--- src/hw/rtl/irpd_pkg.sv ---
// ----------------------------------------------------------------------------
// irpd_pkg
// Shared types and constants for the pulse-distance IR transmitter.
// ----------------------------------------------------------------------------
package irpd_pkg;

   localparam int FRAME_BYTES = 4;
   localparam int FRAME_BITS  = FRAME_BYTES * 8;
   localparam int BIT_IDX_W   = (FRAME_BITS > 1) ? $clog2(FRAME_BITS) : 1;
   localparam int DATA_W      = 32;
   localparam int TICK_W      = 12;
   localparam int PHASE_W     = 3;

   // APB register map (byte address = 4 * index)
   localparam int CSR_ADDR_W  = 5;
   localparam int CSR_DATA_W  = 32;
   localparam int CSR_IDX_W   = 3;

   localparam logic [CSR_IDX_W-1:0] REG_LEAD_IN      = 3'd0;
   localparam logic [CSR_IDX_W-1:0] REG_LEADER_MARK  = 3'd1;
   localparam logic [CSR_IDX_W-1:0] REG_LEADER_SPACE = 3'd2;
   localparam logic [CSR_IDX_W-1:0] REG_BIT_MARK     = 3'd3;
   localparam logic [CSR_IDX_W-1:0] REG_ZERO_SPACE   = 3'd4;
   localparam logic [CSR_IDX_W-1:0] REG_ONE_SPACE    = 3'd5;
   localparam logic [CSR_IDX_W-1:0] REG_STOP_SPACE   = 3'd6;

   // Register reset values, in 10 us ticks
   localparam logic [TICK_W-1:0] RST_LEAD_IN      = 12'd1000;
   localparam logic [TICK_W-1:0] RST_LEADER_MARK  = 12'd900;
   localparam logic [TICK_W-1:0] RST_LEADER_SPACE = 12'd400;
   localparam logic [TICK_W-1:0] RST_BIT_MARK     = 12'd55;
   localparam logic [TICK_W-1:0] RST_ZERO_SPACE   = 12'd56;
   localparam logic [TICK_W-1:0] RST_ONE_SPACE    = 12'd112;
   localparam logic [TICK_W-1:0] RST_STOP_SPACE   = 12'd200;

   // Item kinds (req tuser)
   localparam logic KIND_TICK  = 1'b0;
   localparam logic KIND_START = 1'b1;

   // Sequencer phases
   localparam logic [PHASE_W-1:0] PH_IDLE         = 3'd0;
   localparam logic [PHASE_W-1:0] PH_LEAD_IN      = 3'd1;
   localparam logic [PHASE_W-1:0] PH_LEADER_MARK  = 3'd2;
   localparam logic [PHASE_W-1:0] PH_LEADER_SPACE = 3'd3;
   localparam logic [PHASE_W-1:0] PH_BITS         = 3'd4;
   localparam logic [PHASE_W-1:0] PH_FINAL_MARK   = 3'd5;
   localparam logic [PHASE_W-1:0] PH_STOP_SPACE   = 3'd6;

   typedef struct packed {
      logic [TICK_W-1:0] lead_in_ticks;
      logic [TICK_W-1:0] leader_mark_ticks;
      logic [TICK_W-1:0] leader_space_ticks;
      logic [TICK_W-1:0] bit_mark_ticks;
      logic [TICK_W-1:0] zero_space_ticks;
      logic [TICK_W-1:0] one_space_ticks;
      logic [TICK_W-1:0] stop_space_ticks;
   } cfg_type;

   // mark lands in bit 0
   typedef struct packed {
      logic frame_done;
      logic busy_res;
      logic mark;
   } rsp_type;

   localparam int RSP_W       = $bits(rsp_type);
   localparam int RSP_TDATA_W = ((RSP_W + 7) / 8) * 8;

endpackage

--- src/hw/rtl/irpd_seq.sv ---
// ----------------------------------------------------------------------------
// irpd_seq
// Frame sequencer: phase, tick counter and bit shifter, one item per step.
// ----------------------------------------------------------------------------
module irpd_seq (
   input  logic                        clock,
   input  logic                        reset,
   input  logic                        step,
   input  logic                        kind,
   input  logic [irpd_pkg::DATA_W-1:0] frame_data,
   input  irpd_pkg::cfg_type           cfg,
   output irpd_pkg::rsp_type           res
);
   import irpd_pkg::*;

   logic [PHASE_W-1:0]   phase_ff, phase_in;
   logic [TICK_W-1:0]    tick_count_ff, tick_count_in;
   logic [BIT_IDX_W-1:0] bit_index_ff, bit_index_in;
   logic [DATA_W-1:0]    shift_bits_ff, shift_bits_in;
   logic                 in_bit_mark_ff, in_bit_mark_in;

   logic busy_now;
   logic level_now;
   logic done;

   assign busy_now = (phase_ff >= PH_LEAD_IN) && (phase_ff <= PH_STOP_SPACE);

   always_comb begin
      case (phase_ff)
         PH_LEADER_MARK, PH_FINAL_MARK: level_now = 1'b1;
         PH_BITS:                       level_now = in_bit_mark_ff;
         default:                       level_now = 1'b0;
      endcase
   end

   always_comb begin
      phase_in       = phase_ff;
      tick_count_in  = tick_count_ff;
      bit_index_in   = bit_index_ff;
      shift_bits_in  = shift_bits_ff;
      in_bit_mark_in = in_bit_mark_ff;
      done           = 1'b0;
      res.mark       = level_now;

      if (kind == KIND_START) begin
         if (!busy_now) begin
            shift_bits_in  = frame_data;
            bit_index_in   = '0;
            in_bit_mark_in = 1'b0;
            phase_in       = PH_LEAD_IN;
            tick_count_in  = cfg.lead_in_ticks;
            res.mark       = 1'b0;
         end
      end else if (!busy_now) begin
         phase_in = PH_IDLE;
         res.mark = 1'b0;
      end else if (tick_count_ff > 12'd1) begin
         tick_count_in = tick_count_ff - 12'd1;
      end else begin
         // current phase runs out on this tick
         unique case (phase_ff)
            PH_LEAD_IN: begin
               phase_in      = PH_LEADER_MARK;
               tick_count_in = cfg.leader_mark_ticks;
            end
            PH_LEADER_MARK: begin
               phase_in      = PH_LEADER_SPACE;
               tick_count_in = cfg.leader_space_ticks;
            end
            PH_LEADER_SPACE: begin
               bit_index_in   = '0;
               in_bit_mark_in = 1'b1;
               phase_in       = PH_BITS;
               tick_count_in  = cfg.bit_mark_ticks;
            end
            PH_BITS: begin
               if (in_bit_mark_ff) begin
                  in_bit_mark_in = 1'b0;
                  tick_count_in  = shift_bits_ff[0] ? cfg.one_space_ticks
                                                    : cfg.zero_space_ticks;
               end else begin
                  shift_bits_in = {1'b0, shift_bits_ff[DATA_W-1:1]};
                  if (bit_index_ff == BIT_IDX_W'(FRAME_BITS - 1)) begin
                     bit_index_in  = '0;
                     phase_in      = PH_FINAL_MARK;
                     tick_count_in = cfg.bit_mark_ticks;
                  end else begin
                     bit_index_in   = bit_index_ff + 1'b1;
                     in_bit_mark_in = 1'b1;
                     tick_count_in  = cfg.bit_mark_ticks;
                  end
               end
            end
            PH_FINAL_MARK: begin
               phase_in      = PH_STOP_SPACE;
               tick_count_in = cfg.stop_space_ticks;
            end
            PH_STOP_SPACE: begin
               phase_in      = PH_IDLE;
               tick_count_in = '0;
               done          = 1'b1;
            end
            default: begin
               phase_in      = PH_IDLE;
               tick_count_in = '0;
            end
         endcase
      end

      res.busy_res   = (phase_in >= PH_LEAD_IN) && (phase_in <= PH_STOP_SPACE);
      res.frame_done = done;
   end

   always_ff @(posedge clock) begin
      if (reset) begin
         phase_ff       <= PH_IDLE;
         tick_count_ff  <= '0;
         bit_index_ff   <= '0;
         shift_bits_ff  <= '0;
         in_bit_mark_ff <= 1'b0;
      end else if (step) begin
         phase_ff       <= phase_in;
         tick_count_ff  <= tick_count_in;
         bit_index_ff   <= bit_index_in;
         shift_bits_ff  <= shift_bits_in;
         in_bit_mark_ff <= in_bit_mark_in;
      end
   end

endmodule

--- src/hw/rtl/ir_pulse_distance_transmitter_unit.sv ---
// ----------------------------------------------------------------------------
// ir_pulse_distance_transmitter_unit
// Pulse-distance IR remote transmitter: start beats load a frame while idle,
// tick beats walk the emitter through lead-in, leader, 32 data bits and stop.
// ----------------------------------------------------------------------------
//
//  channel  dir  handshake            payload
//  -------  ---  -------------------  -----------------------------------------
//  req      in   req_tvalid/tready    tdata = frame_data, tuser = kind
//  rsp      out  rsp_tvalid/tready    tdata = mark, busy_res, frame_done
//  csr      in   APB psel/penable     7 x 12-bit durations at 4*i, pready = 1
//
//  One beat per cycle while req_tready is high. Each accepted beat updates the
//  sequencer in the same cycle and its result word is registered in the result
//  reg, or in the skid entry while rsp stalls. A two-entry output stage (result
//  reg + skid) lets req keep flowing while rsp stalls; req_tready drops only
//  when both entries are full. Synchronous reset clears the sequencer, the
//  output stage and sets every duration register to its default.
//
module ir_pulse_distance_transmitter_unit (
   input  logic                              clock,
   input  logic                              reset,

   input  logic                              req_tvalid,
   output logic                              req_tready,
   input  logic [irpd_pkg::DATA_W-1:0]       req_tdata,   // [31:0] frame_data
   input  logic                              req_tuser,   // [0] kind

   output logic                              rsp_tvalid,
   input  logic                              rsp_tready,
   output logic [irpd_pkg::RSP_TDATA_W-1:0]  rsp_tdata,   // [0] mark, [1] busy_res,
                                                          // [2] frame_done, rest 0

   input  logic                              csr_psel,
   input  logic                              csr_penable,
   input  logic                              csr_pwrite,
   input  logic [irpd_pkg::CSR_ADDR_W-1:0]   csr_paddr,
   input  logic [irpd_pkg::CSR_DATA_W-1:0]   csr_pwdata,
   output logic [irpd_pkg::CSR_DATA_W-1:0]   csr_prdata,
   output logic                              csr_pready
);
   import irpd_pkg::*;

   // ---------------------------------------------------------------- CSRs
   cfg_type              cfg_ff;
   logic                 csr_wr;
   logic [CSR_IDX_W-1:0] csr_idx;
   logic [TICK_W-1:0]    csr_rd_val;

   assign csr_pready = 1'b1;
   assign csr_wr     = csr_psel & csr_penable & csr_pwrite & csr_pready;
   assign csr_idx    = csr_paddr[CSR_ADDR_W-1:2];

   always_ff @(posedge clock) begin
      if (reset) begin
         cfg_ff.lead_in_ticks      <= RST_LEAD_IN;
         cfg_ff.leader_mark_ticks  <= RST_LEADER_MARK;
         cfg_ff.leader_space_ticks <= RST_LEADER_SPACE;
         cfg_ff.bit_mark_ticks     <= RST_BIT_MARK;
         cfg_ff.zero_space_ticks   <= RST_ZERO_SPACE;
         cfg_ff.one_space_ticks    <= RST_ONE_SPACE;
         cfg_ff.stop_space_ticks   <= RST_STOP_SPACE;
      end else if (csr_wr) begin
         unique case (csr_idx)
            REG_LEAD_IN:      cfg_ff.lead_in_ticks      <= csr_pwdata[TICK_W-1:0];
            REG_LEADER_MARK:  cfg_ff.leader_mark_ticks  <= csr_pwdata[TICK_W-1:0];
            REG_LEADER_SPACE: cfg_ff.leader_space_ticks <= csr_pwdata[TICK_W-1:0];
            REG_BIT_MARK:     cfg_ff.bit_mark_ticks     <= csr_pwdata[TICK_W-1:0];
            REG_ZERO_SPACE:   cfg_ff.zero_space_ticks   <= csr_pwdata[TICK_W-1:0];
            REG_ONE_SPACE:    cfg_ff.one_space_ticks    <= csr_pwdata[TICK_W-1:0];
            REG_STOP_SPACE:   cfg_ff.stop_space_ticks   <= csr_pwdata[TICK_W-1:0];
            default:          ;  // unmapped address, write dropped
         endcase
      end
   end

   always_comb begin
      unique case (csr_idx)
         REG_LEAD_IN:      csr_rd_val = cfg_ff.lead_in_ticks;
         REG_LEADER_MARK:  csr_rd_val = cfg_ff.leader_mark_ticks;
         REG_LEADER_SPACE: csr_rd_val = cfg_ff.leader_space_ticks;
         REG_BIT_MARK:     csr_rd_val = cfg_ff.bit_mark_ticks;
         REG_ZERO_SPACE:   csr_rd_val = cfg_ff.zero_space_ticks;
         REG_ONE_SPACE:    csr_rd_val = cfg_ff.one_space_ticks;
         REG_STOP_SPACE:   csr_rd_val = cfg_ff.stop_space_ticks;
         default:          csr_rd_val = '0;
      endcase
   end

   assign csr_prdata = {{(CSR_DATA_W-TICK_W){1'b0}}, csr_rd_val};

   // ---------------------------------------------------------- sequencer
   logic    req_beat;
   logic    rsp_beat;
   rsp_type seq_res;

   assign req_beat = req_tvalid & req_tready;
   assign rsp_beat = rsp_tvalid & rsp_tready;

   irpd_seq u_seq (
      .clock      (clock),
      .reset      (reset),
      .step       (req_beat),
      .kind       (req_tuser),
      .frame_data (req_tdata),
      .cfg        (cfg_ff),
      .res        (seq_res)
   );

   // ------------------------------------------------------ output stage
   // out_* is what rsp shows; skid_* catches a beat taken while rsp stalls.
   logic    out_valid_ff, out_valid_in;
   rsp_type out_data_ff, out_data_in;
   logic    skid_valid_ff, skid_valid_in;
   rsp_type skid_data_ff, skid_data_in;

   assign req_tready = ~skid_valid_ff;

   always_comb begin
      out_valid_in  = out_valid_ff;
      out_data_in   = out_data_ff;
      skid_valid_in = skid_valid_ff;
      skid_data_in  = skid_data_ff;
      if (skid_valid_ff) begin
         // no req beat possible here
         if (rsp_beat) begin
            out_data_in   = skid_data_ff;
            skid_valid_in = 1'b0;
         end
      end else if (req_beat) begin
         if (!out_valid_ff || rsp_beat) begin
            out_valid_in = 1'b1;
            out_data_in  = seq_res;
         end else begin
            skid_valid_in = 1'b1;
            skid_data_in  = seq_res;
         end
      end else if (rsp_beat) begin
         out_valid_in = 1'b0;
      end
   end

   always_ff @(posedge clock) begin
      if (reset) begin
         out_valid_ff  <= 1'b0;
         skid_valid_ff <= 1'b0;
      end else begin
         out_valid_ff  <= out_valid_in;
         skid_valid_ff <= skid_valid_in;
      end
   end

   always_ff @(posedge clock) begin
      out_data_ff  <= out_data_in;
      skid_data_ff <= skid_data_in;
   end

   assign rsp_tvalid = out_valid_ff;
   assign rsp_tdata  = {{(RSP_TDATA_W-RSP_W){1'b0}}, out_data_ff};

endmodule

--- config.mk ---
export PLATFORM = sky130hd
export DESIGN_NAME = ir_pulse_distance_transmitter_unit
export DESIGN_NICKNAME = d
export VERILOG_FILES = /design/src/hw/rtl/irpd_pkg.sv /design/src/hw/rtl/irpd_seq.sv /design/src/hw/rtl/ir_pulse_distance_transmitter_unit.sv
export SDC_FILE = /design/constraint.sdc
export NUM_CORES = 1
export LEC_CHECK = 0
export BUFFER_PORTS_ARGS = -buffer_cell sky130_fd_sc_hd__clkbuf_2
export CAP_MARGIN = 15
export CORE_ASPECT_RATIO = 1.75
export CORE_MARGIN = 1
export CORE_UTILIZATION = 34
export DETAILED_ROUTE_END_ITERATION = 6
export PLACE_DENSITY = 0.52
export SYNTH_ARGS = -nofsm -noshare
export SYNTH_HDL_FRONTEND = slang
export SYNTH_SLANG_ARGS = --single-unit
--- constraint.sdc ---
create_clock -name clock -period 5.5 [get_ports clock]
set_input_delay 1.1 -clock clock [delete_from_list [all_inputs] [get_ports clock]]
set_output_delay 1.1 -clock clock [all_outputs]
set_load 0.01 [all_outputs]
# ---- Word level (Yosys, flattened, before mapping)
# Cells that the tools add are included.
dict set report word_totals {
  reg_bits 145
  input_bits 77
  output_inout_bits 43
}
dict set report classes {
  addsub 2
  order_cmp 5
  eq_ne 19
  mux 52
  n_bitwise 6
  reduce_logical 26
}
# op count
set ops {}
lappend ops {{32-bit two-way mux} 6}
lappend ops {{12-bit one-hot mux with 7 select lines} 1}
lappend ops {{12-bit two-way mux} 6}
lappend ops {{12-bit one-hot mux with 5 select lines} 1}
lappend ops {{3-bit two-way mux} 10}
lappend ops {{5-bit two-way mux} 6}
lappend ops {{3-bit equality test, second input constant} 6}
lappend ops {{1-bit two-way mux} 18}
lappend ops {{3-bit one-hot mux with 5 select lines} 1}
lappend ops {{2-bit AND reduction} 7}
lappend ops {{3-bit by 2-bit equality test with 1-bit output, second input constant} 4}
lappend ops {{12-bit by 1-bit > comparator with 1-bit output, second input constant} 1}
lappend ops {{3-bit AND reduction} 4}
lappend ops {{6-bit AND reduction} 2}
lappend ops {{12-bit by 1-bit subtractor with 12-bit output, second input constant} 1}
lappend ops {{5-bit one-hot mux with 2 select lines} 1}
lappend ops {{2-bit nonzero test} 5}
lappend ops {{2-bit != test, second input constant} 4}
lappend ops {{3-bit by 1-bit equality test with 1-bit output, second input constant} 2}
lappend ops {{3-bit by 1-bit >= comparator with 1-bit output, second input constant} 2}
lappend ops {{3-bit less-or-equal comparator, second input constant} 2}
lappend ops {{5-bit by 1-bit adder with 5-bit output, second input constant} 1}
lappend ops {{5-bit equality test, second input constant} 1}
lappend ops {{5-bit AND reduction} 1}
lappend ops {{other kinds (11)} 17}

# ---- Logic depth before layout (Yosys ltp)
dict set report depth {
  word_depth 12
  ltp_mapped 12
  ltp_nobuf 10
}

# ---- Cells and area by module
# A second synthesis with hierarchy kept.
dict set report hier_totals {
  cells_unflattened 892
  area_unflattened_um2 8235.4
}
# module instances cells_per_inst area_each_um2
set by_module_without_submodules {}
lappend by_module_without_submodules {ir_pulse_distance_transmitter_unit 1 441 4545.6}
lappend by_module_without_submodules {irpd_seq 1 451 3689.8}

# ---- Worst setup path before layout
# No wires, ideal clock.
dict set report synth_timing {
  kind {in2out}
  start {input csr_paddr[2] in the netlist's numbering}
  end {output csr_prdata[10] in the netlist's numbering}
  t_arrival_ns 2.643
  path_slack_ns 1.757
  cell_stages 6
  path_cell_list {clkbuf_1 -> buf_1 -> buf_1 -> mux2i_1 -> o21ai_0 -> a221o_1}
}
dict set report synth_via {
  elab_chain_len 2
}
# item line
set synth_lines {}
lappend synth_lines {{start, declared} ir_pulse_distance_transmitter_unit.sv:37} ;# input logic [irpd_pkg::CSR_ADDR_W-1:0] csr_paddr,
lappend synth_lines {{3-bit equality test (tied with other cells)} ir_pulse_distance_transmitter_unit.sv:78} ;# unique case (csr_idx)
lappend synth_lines {{12-bit one-hot mux with 7 select lines *} ir_pulse_distance_transmitter_unit.sv:78}
lappend synth_lines {{end, declared} ir_pulse_distance_transmitter_unit.sv:39} ;# output logic [irpd_pkg::CSR_DATA_W-1:0] csr_prdata,
# Every way passes the cells marked *; elsewhere a longest branch is shown, timed or not.

# ---- Worst setup path after layout
dict set report layout_timing {
  start {input csr_paddr[2] in the netlist's numbering}
  end {output csr_prdata[7] in the netlist's numbering}
}
# Same word-level chain as after synthesis.

==> key figures <==
Run
  – MaxCap Viol Count: 0

Min path
  – Hold path start: u_seq.bit_index_ff[4]
  – HP Class: register to register
  – Worst Hold Path Cells: 2

Place
  – PortBufs: 71
  – Hpwl dp: 16000 um
  – Routability congestion estimate: 0.840

Floorplan
  – Ports: 120
  – Die width: 116 um
  – Core Box Area: 22300 um2
  – Initial Util: 35.0%
  – Die H: 202 um
  – Die area: 23500 um2
  – Core Rows: 72

Critical path
  – RR Startpoint: u_seq.phase_ff[2]
  – Worst EP arrival: 2.95 ns
  – Setup crit start kind: input port
  – Cell Chain, Critical Path: clkbuf_2 > and3b_1 > a222oi_1 > o21ai_0 > clkbuf_2
  – Worst Setup SP: csr_paddr[2]
  – CP dominant cell by count: clkbuf_2
  – R2r worst-path depth: 10
  – CP max FO: 24
  – CP max stage cell: and3b_1
  – Worst Setup End Kind: output pin
  – Worst Path Required: 4.40 ns
  – Critical path class: input port to output pin
  – CP max stage delay: 0.73 ns

Pwr
  – Flop pwr share: 42.2%
  – Pint: 1930 uW
  – Worst IR Drop VDD: 0.000221 V
  – Switching part of the total: 28.2%
  – Clk pwr share: 43.0%
  – Lkg Pwr: 0.00342 uW
  – Switching power: 761 uW
  – Combinational power share: 14.8%
  – Power per Cell Area: 304 nW/um2

Synth
  – Async S/R FF share, synth: 0%
  – Sequential area share after synthesis: 38.1%
  – Top_reg_cell synth: dfxtp_1
  – Synth warnings: 0
  – Mapped Cells: 953
  – Post-Synthesis Cell Area: 7780 um2
  – Post-synth EDFFs: 6
  – Avg Cell Area, Syn: 8.16 um2
  – Synth cell types: 62
  – Synthesized flop and latch total: 145

Detailed routing
  – Drt pass-1 iters: 7
  – Routed Antenna Nets: 0
  – DRC errors left: 5
  – Routed WL per cell: 18.4 um
  – DR vias: 6932
  – Number of vias per cell: 5.34
  – Final wirelength: 23900 um
  – Initial DRC Count: 443

Clock tree
  – Cts bufs inserted: 17
  – Hold_buf cts: 0
  – Cts repair resizes: 0
  – Worst-path clk slew: 0.06 ns
  – Total setup buffers inserted after CTS: 0
  – Clock Tree Buf Depth: 2
  – Root buf cell: clkbuf_16
  – CTS tree: done
  – Skew-Pair Late Insertion Delay: 0.43 ns
  – H-tree levels: 4
  – Clock sinks: 145

GRT
  – Largest net degree at the start of global routing: 93
  – Initial antenna violation count: 0
  – Total GRT Usage: 21.2%
  – Vias in the first global route: 6660
  – Total global routing overflow: 0
  – First-pass GRT wire length: 37600 um

Timing
  – Relative slew slack: 30.6%
  – Min Hold Slack: 0.464 ns
  – Final Critical Period: 4.05 ns
  – Max Clk Rate: 247 MHz
  – Setup Viol. Count Final: 0
  – Unrepaired setup endpoints after global routing: no
  – Tcrit/Tclk final: 73.6%
  – Final hold vios: 0
  – Slew Viols, Final: 0
  – Final TNS setup: 0 ns
  – Worst Max-Slew Pin Slew: 1.04 ns
  – Worst Clk Skew: 0.0139 ns

Status
  – Violated checks: DRC
  – Status: finished with violations

Final layout
  – Layout cells sized above 1: 15.3%
  – Final net count: 1076
  – N_diodes: 0
  – Layout area overhead: 13.8%
==> state kept, by name, summed over array words and instances (netlist names) <==
signal	cells
u_seq.tick_count_ff	12
u_seq.phase_ff	3
cfg_ff	84
u_seq.shift_bits_ff	32
skid_valid_ff	1
skid_data_ff	3
u_seq.in_bit_mark_ff	1
u_seq.bit_index_ff	5
rsp_tvalid	1
rsp_tdata	3
==> cells by family (layout without fill, tap and decap cells) <==
logic type,Yosys count,in the layout,synth area share (%)
buffers and inverters,107,133,6.66
XOR/XNOR,8,8,0.901
flip-flops,145,145,38.1
other,2,26,0.0965
AND/OR/NAND/NOR,376,376,22.3
AO/OA/AOI/OAI,215,215,18.2
adder cells (fa/ha/maj),9,9,1.45
multiplexers,91,91,12.3
==> power groups by stage <==
stage | Combinational [uW] | Clock (uW) | Sequential, uW
after floorplan | 305 | 0 | 1150
after global placement | 396 | 0 | 1160
after detailed placement | 398 | 0 | 1160
after CTS | 400 | 1180 | 1140
after global routing | 444 | 1230 | 1140
final | 399 | 1160 | 1140
==> layer usage <==
| layer | wire length, um | GRT usage (%) | vias up | share of wire, % |
|---|---|---|---|---|
| met5 | 0 | 0 | - | 0 |
| met4 | 885 | 10.3 | 0 | 3.7 |
| met3 | 1060 | 3.54 | 44 | 4.5 |
| met2 | 12400 | 36.9 | 212 | 52 |
| met1 | 9550 | 24.6 | 3273 | 40 |
| li1 | - | - | 3403 | - |
==> cell usage after synthesis (7+ instances only) <==
master	instances	share of area (%)
nand3b_1	26	2.5
nor3_1	15	0.97
a211oi_1	38	3.7
clkbuf_1	52	2.5
o31ai_1	7	0.68
dfxtp_1	139	36
mux2i_1	62	8.0
buf_4	27	2.6
buf_2	12	0.77
nand2_1	189	9.1
a222oi_1	7	0.90
inv_1	12	0.58
nor2_1	82	4.0
a21oi_1	86	5.5
nand4_1	7	0.56
ha_1	9	1.4
o21ai_1	9	0.58
mux2_2	25	3.6
a221o_1	7	0.90
o21ai_0	18	1.2
nor2b_1	11	0.88
==> worst max-delay path: cells and delay by family <==
kind	cells	cell delay [ns]
AND/OR/NAND/NOR	1	0.73
AO/OA/AOI/OAI	2	0.37
buffers and inverters	2	0.74
==> cells in the final DEF (no fill, tap or decap), drive strengths merged, types with 9 or more instances in the layout <==
| cell | count |
|---|---|
| inv | 14 |
| o21ai | 27 |
| nand2 | 189 |
| nand3b | 26 |
| a21oi | 86 |
| nor2b | 11 |
| a211oi | 38 |
| mux2i | 62 |
| nor2 | 82 |
| ha | 9 |
| mux2 | 28 |
| clkbuf | 90 |
| conb | 26 |
| nor3 | 15 |
| buf | 19 |
| dfxtp | 139 |
==> area by class of cell <==
type | instances | area [um2]
clock buffers | 20 | 447
clock inverters | 12 | 133
fillers | 2396 | 13400
inverters | 12 | 45.0
multi-input cells | 725 | 4400
flip-flops and latches | 145 | 2960
well taps | 296 | 370
repair buffers | 89 | 497
==> metrics by stage <==
stage          setup WS, ns  cells  cell area [um2]  power, uW  utilization (%)
2_1_floorplan          1.76    977             7870       1450                -
3_3_place_gp           1.47   1266             8260       1560             37.1
3_5_place_dp           1.45   1266             8260       1560             37.1
4_1_cts                1.45   1298             8840       2720             39.7
5_1_grt                1.41   1299             8850       2820             39.8
6_report               1.45   1299             8850       2700             39.8
==> path summary, 6_finish.rpt <==
| path | to | slack (ns) |
|---|---|---|
| setup / recovery | csr_prdata[7] | 1.45 |
| hold / removal | u_seq.bit_index_ff[4] | 0.46 |
| setup reg to reg | u_seq.shift_bits_ff[29] | 1.84 |
| hold reg to reg | u_seq.bit_index_ff[4] | 0.46 |
Power figures use the tool's default switching activity.
